**src/rtl/core/stni_pkg.sv**
```systemverilog
package stni_pkg;

    localparam int DEPTH_DEF  = 256;
    localparam int VAL_W      = 32;
    localparam int RES_W      = 16;
    localparam int OUT_CNT_W  = 9;
    localparam int KIND_W     = 2;
    localparam int STAT_W     = 2;
    localparam int SCAN_LANES = 32;
    localparam int LANE_LVLS  = 5;
    localparam int POP_W      = LANE_LVLS + 1;

    localparam logic [KIND_W-1:0] KIND_INSERT = 2'd0;
    localparam logic [KIND_W-1:0] KIND_FIND   = 2'd1;
    localparam logic [KIND_W-1:0] KIND_COUNT  = 2'd2;

    localparam logic [STAT_W-1:0] STAT_OK    = 2'd0;
    localparam logic [STAT_W-1:0] STAT_FULL  = 2'd1;
    localparam logic [STAT_W-1:0] STAT_EMPTY = 2'd2;

    typedef enum logic [1:0] {
        ST_IDLE,
        ST_EVAL,
        ST_SCAN,
        ST_DONE
    } state_t;

    // Commands broadcast to every cell of the row.
    typedef struct packed {
        logic eval;
        logic shift;
        logic ins_we;
    } cell_ctrl_t;

    // Per-cell result of one request, shifted down the row during the scan.
    typedef struct packed {
        logic             lt;
        logic             uniq;
        logic             sel;
        logic             left;
        logic [VAL_W-1:0] val;
    } cell_res_t;

    // Pairwise adder tree over one scan slice.
    function automatic logic [POP_W-1:0] popcount(input logic [SCAN_LANES-1:0] bits);
        logic [POP_W-1:0] cnt [SCAN_LANES];
        for (int k = 0; k < SCAN_LANES; k++) begin
            cnt[k] = POP_W'(bits[k]);
        end
        for (int lvl = 0; lvl < LANE_LVLS; lvl++) begin
            for (int k = 0; k < (SCAN_LANES >> (lvl + 1)); k++) begin
                cnt[k] = cnt[2*k] + cnt[2*k+1];
            end
        end
        return cnt[0];
    endfunction

endpackage

```
**src/rtl/core/stni_cell.sv**
```systemverilog
module stni_cell (
    input  logic                        aclk,
    input  logic                        aresetn,
    input  stni_pkg::cell_ctrl_t        ctrl,
    input  logic [stni_pkg::VAL_W-1:0]  req_value,
    input  logic [stni_pkg::RES_W-1:0]  resolution,
    input  logic [stni_pkg::VAL_W-1:0]  prev_entry,
    input  logic                        prev_lt,
    input  logic                        prev_valid,
    input  logic                        has_left,
    input  logic                        next_valid,
    input  stni_pkg::cell_res_t         shift_in,
    output logic [stni_pkg::VAL_W-1:0]  entry,
    output logic                        valid,
    output logic                        lt,
    output stni_pkg::cell_res_t         res
);

    logic [stni_pkg::VAL_W-1:0] entry_reg, entry_next;
    logic                       valid_reg, valid_next;
    stni_pkg::cell_res_t        res_reg, res_next;
    stni_pkg::cell_res_t        local_res;

    logic boundary;
    logic go_left;
    logic at_end;

    always_comb begin
        lt       = valid_reg && (entry_reg < req_value);
        boundary = valid_reg && !lt && prev_lt;
        go_left  = boundary && has_left &&
                   ((req_value - prev_entry) < (entry_reg - req_value));
        at_end   = lt && !next_valid;

        local_res.lt   = lt;
        local_res.uniq = valid_reg && (!has_left ||
                         ((entry_reg - prev_entry) >
                          {{(stni_pkg::VAL_W-stni_pkg::RES_W){1'b0}}, resolution}));
        local_res.sel  = boundary || at_end;
        local_res.left = go_left || at_end;
        local_res.val  = go_left ? prev_entry : entry_reg;
    end

    // Insertion: cells at or above the insert point take their left
    // neighbor's entry, the first of them takes the new value.
    always_comb begin
        entry_next = entry_reg;
        valid_next = valid_reg;
        if (ctrl.ins_we && !lt) begin
            entry_next = prev_lt ? req_value : prev_entry;
            valid_next = prev_valid;
        end
    end

    always_comb begin
        res_next = res_reg;
        if (ctrl.eval) begin
            res_next = local_res;
        end else if (ctrl.shift) begin
            res_next = shift_in;
        end
    end

    always_ff @(posedge aclk) begin
        if (!aresetn) begin
            valid_reg <= 1'b0;
        end else begin
            valid_reg <= valid_next;
        end
    end

    always_ff @(posedge aclk) begin
        entry_reg <= entry_next;
        res_reg   <= res_next;
    end

    assign entry = entry_reg;
    assign valid = valid_reg;
    assign res   = res_reg;

endmodule

```
**config.mk**
```make
export PLATFORM = sky130hd
export DESIGN_NAME = stni_cell
export DESIGN_NICKNAME = d
export VERILOG_FILES = /design/src/rtl/core/stni_pkg.sv /design/src/rtl/core/stni_cell.sv
export SDC_FILE = /design/constraint.sdc
export NUM_CORES = 1
export LEC_CHECK = 0
export BUFFER_PORTS_ARGS = -buffer_cell sky130_fd_sc_hd__buf_2
export CAP_MARGIN = 5
export CORE_ASPECT_RATIO = 0.7
export CORE_MARGIN = 5
export CORE_UTILIZATION = 50
export DETAILED_ROUTE_END_ITERATION = 16
export PLACE_DENSITY = 0.74
export SLEW_MARGIN = 40
export SYNTH_ARGS = -nofsm -noshare
export SYNTH_HDL_FRONTEND = slang
export SYNTH_SLANG_ARGS = --single-unit
```
**constraint.sdc**
```tcl
create_clock -name aclk -period 11.8 [get_ports aclk]
set_clock_uncertainty 0.1 [all_clocks]
set_input_delay 0.59 -clock aclk [delete_from_list [all_inputs] [get_ports aclk]]
set_output_delay 0.59 -clock aclk [all_outputs]
set_load 0.05 [all_outputs]
```
==> flow_summary.ini <==
[global_route]
grt_max_degree = 73
use_met2_pct = 39.8
first_global_vias = 8638
busiest_layer = met1
overflow = 0
antenna_found_initial = 1
grt_pass1_wl_um = 47800
grtUsageMet3_pct = 8.19
use_met1_pct = 42.2
grtUsageTotal_pct = 28.1

[clock_network]
cts_inserted_buffers = 9
path_clk_slew_ns = 0.06
insertion_delay_ns = 0.35
clk_path_buf_depth = 2
clockRootBuffer = clkbuf_16
cts_tree = yes
ctsResizeCount = 0
htree_levels = 3
postCtsSetupBuffers = 0
hold_buffers = 0
clock-sinks = 69

[timing]
rsz0062_at_grt = no
fin_crit_ns = 6.10
finalHoldViolCount = 0
final_max_slew_viol_count = 0
finalSetupViolCount = 0
worst_pin_slew_ns = 0.772
fin_tns_setup_ns = 0
min_period_over_period_pct = 51.7
slew_headroom_pct = 48.5
fmax_mhz = 164

[cells_and_area]
largest_reg_flops = 36
drive_gt1_share_pct = 17.8
layout.nets = 1584
syn2layout_area_growth_pct = 15.4
fin_util_pct = 59.0

[critical_path]
end_kind = flip-flop
ff2ff_path_depth = 20
r2r_slack_ns = 5.70
critPathRequiredTime_ns = 11.76
cp.arrival_ns = 6.06
path_max_fanout = 33
crit_path_start_kind = flip-flop
critical_path_class = reg -> reg

[detailed_routing]
drt_iter0_drc = 1006
viasPerCell = 6.12
drc = 0
routed_wl_um = 31300
vias = 9522
drt_first_pass_iters = 5
routedWlPerCell_um = 20.1
ant_nets = 0

[logic_synthesis]
syn_avg_cell_area_um2 = 8.18
ys_types = 70
synth_compound_area_share_pct = 24.7
yosys-top-cells-count = 141 x ha_1, 133 x a21oi_1, 104 x inv_1
synth-simple-area-share_pct = 16.0
synth_top_cell_by_area = edfxtp_1
yosys_warnings = 0
async_reset_ff_share_pct = 0
synth_area_um2 = 9290
ys_seq_area_share_pct = 22.2
syn_inst = 1136
synth_top_family_by_area = compound AO/OA/AOI/OAI gates
synth.most_common_cell = ha_1
syn_nets = 1405
ys_ff_latch = 69
synth_area_leaders = edfxtp_1 22%, ha_1 19%, a21oi_1 7.2%, xnor2_1 4.4%, o21ai_0 4.3%
synth-adder-area-share_pct = 19.6
synth_edf_count = 68
synth_top_cell_area_share_pct = 22.0
synth_flop_cell = edfxtp_1
synth-xor-area-share_pct = 6.88
synth_mux_area_share_pct = 4.58

[die]
die_y_um = 124
core-area_um2 = 18200
initial_core_util_pct = 51.2
boundaryPins = 195
die_w_um = 173
rows = 41
dieArea_um2 = 21400

[status]
status = finished, final reports clean

[worst_hold_path]
hp-class = in -> reg
whs_path_depth = 2

[place]
port_buffers = 194
gp_congestion = 0.964
hpwlAfterDp_um = 25000

[power]
p_leak_nw = 5.33
peakVddDrop_mv = 0.0572
p_per_area_nw_per_um2 = 118

[run]
cap_violations = 0
## layout by cell type (no fill, tap or decap), types with 4 or more instances in the layout
master / synthesis / layout
xor2_1: 26 / 26
mux2_2: 4 / 4
nor3_1: 11 / 11
o31ai_1: 5 / 5
mux2i_1: 38 / 38
o21bai_1: 12 / 12
nand3_1: 20 / 20
nor4_1: 7 / 7
edfxtp_1: 68 / 68
o21ai_0: 80 / 80
clkbuf_16: 0 / 9
o41ai_1: 6 / 6
nand4_1: 17 / 17
o211ai_1: 4 / 4
buf_4: 0 / 4
buf_2: 1 / 194
a211oi_1: 9 / 9
or3_1: 5 / 5
nand3b_1: 6 / 6
a21oi_1: 133 / 133
nand2b_1: 17 / 17
a31oi_1: 10 / 10
ha_1: 141 / 141
a31o_2: 4 / 4
nor2_1: 95 / 95
o31a_1: 4 / 4
xnor2_1: 47 / 47
and3_1: 9 / 9
o21a_1: 15 / 15
a21boi_0: 4 / 4
a211o_1: 4 / 4
nor2b_1: 17 / 17
nand2_1: 85 / 85
inv_1: 104 / 104
a21o_1: 37 / 37
or2_2: 6 / 5
## cell families (layout without fill, tap and decap cells)
family / after synthesis / in the layout
AO/OA/AOI/OAI: 364 / 364
AND/OR/NAND/NOR: 310 / 310
adder cells (fa/ha/maj): 144 / 144
buffers and inverters: 134 / 318
XOR/XNOR: 73 / 73
flip-flops: 69 / 69
multiplexers: 42 / 42
other: 0 / 1
## cell type report
cell class / count / area [um2]
Sequential cell: 69 / 2060
Clock buffer: 10 / 229
Fill cell: 1664 / 7440
Inverter: 104 / 390
Antenna cell: 1 / 2.50
Multi-Input combinational cell: 933 / 6680
Tap cell: 236 / 295
Clock inverter: 6 / 63.8
Timing Repair Buffer: 198 / 1000
## worst paths after layout
check	start	to
setup / recovery	entry[1]	res[12]
hold / removal	aresetn	valid
setup reg to reg	entry[1]	res[12]
hold reg to reg	valid	valid
## worst max-delay path: stages (launching register included)
cell and delay [ns]:
edfxtp_1 0.54, ha_1 0.34, nor2b_1 0.15, o31a_1 0.27
o21ai_1 0.16, a21oi_1 0.15, a31o_2 0.27, a21o_1 0.20
o221a_2 0.27, a211o_1 0.37, mux2i_1 0.14, nor4_1 0.58
ha_1 0.37, a21o_1 0.18, a21o_1 0.18, a2111oi_0 0.46
o221a_2 0.30, o211ai_4 0.07, buf_4 0.31, mux2i_1 0.25
a21oi_1 0.09
## metrics by stage
stage	hold WS, ns	std cells	power [mW]	cell area [um2]	worst slack [ns]
after floorplan	0.644	1136	0.801	9290	6.57
after global placement	0.514	1540	0.956	10400	5.77
after detailed placement	0.520	1540	0.970	10400	5.68
after CTS	0.382	1556	1.25	10700	5.89
after global routing	0.382	1557	1.35	10700	5.37
final	0.388	1557	1.27	10700	5.70
## routing by layer
| metal | routed length [um] | part of all wire [%] | vias to the layer above |
|---|---|---|---|
| met5 | 57 | 0.18 | - |
| met4 | 491 | 1.6 | 2 |
| met3 | 3430 | 11 | 50 |
| met2 | 12700 | 41 | 484 |
| met1 | 14600 | 47 | 4458 |
| li1 | - | - | 4528 |
## where the power goes
part	switching [mW]	internal, mW
Combinational	0.410	0.251
Sequential	0.0260	0.298
Clock	0.117	0.164
Power figures use the tool's default switching activity.
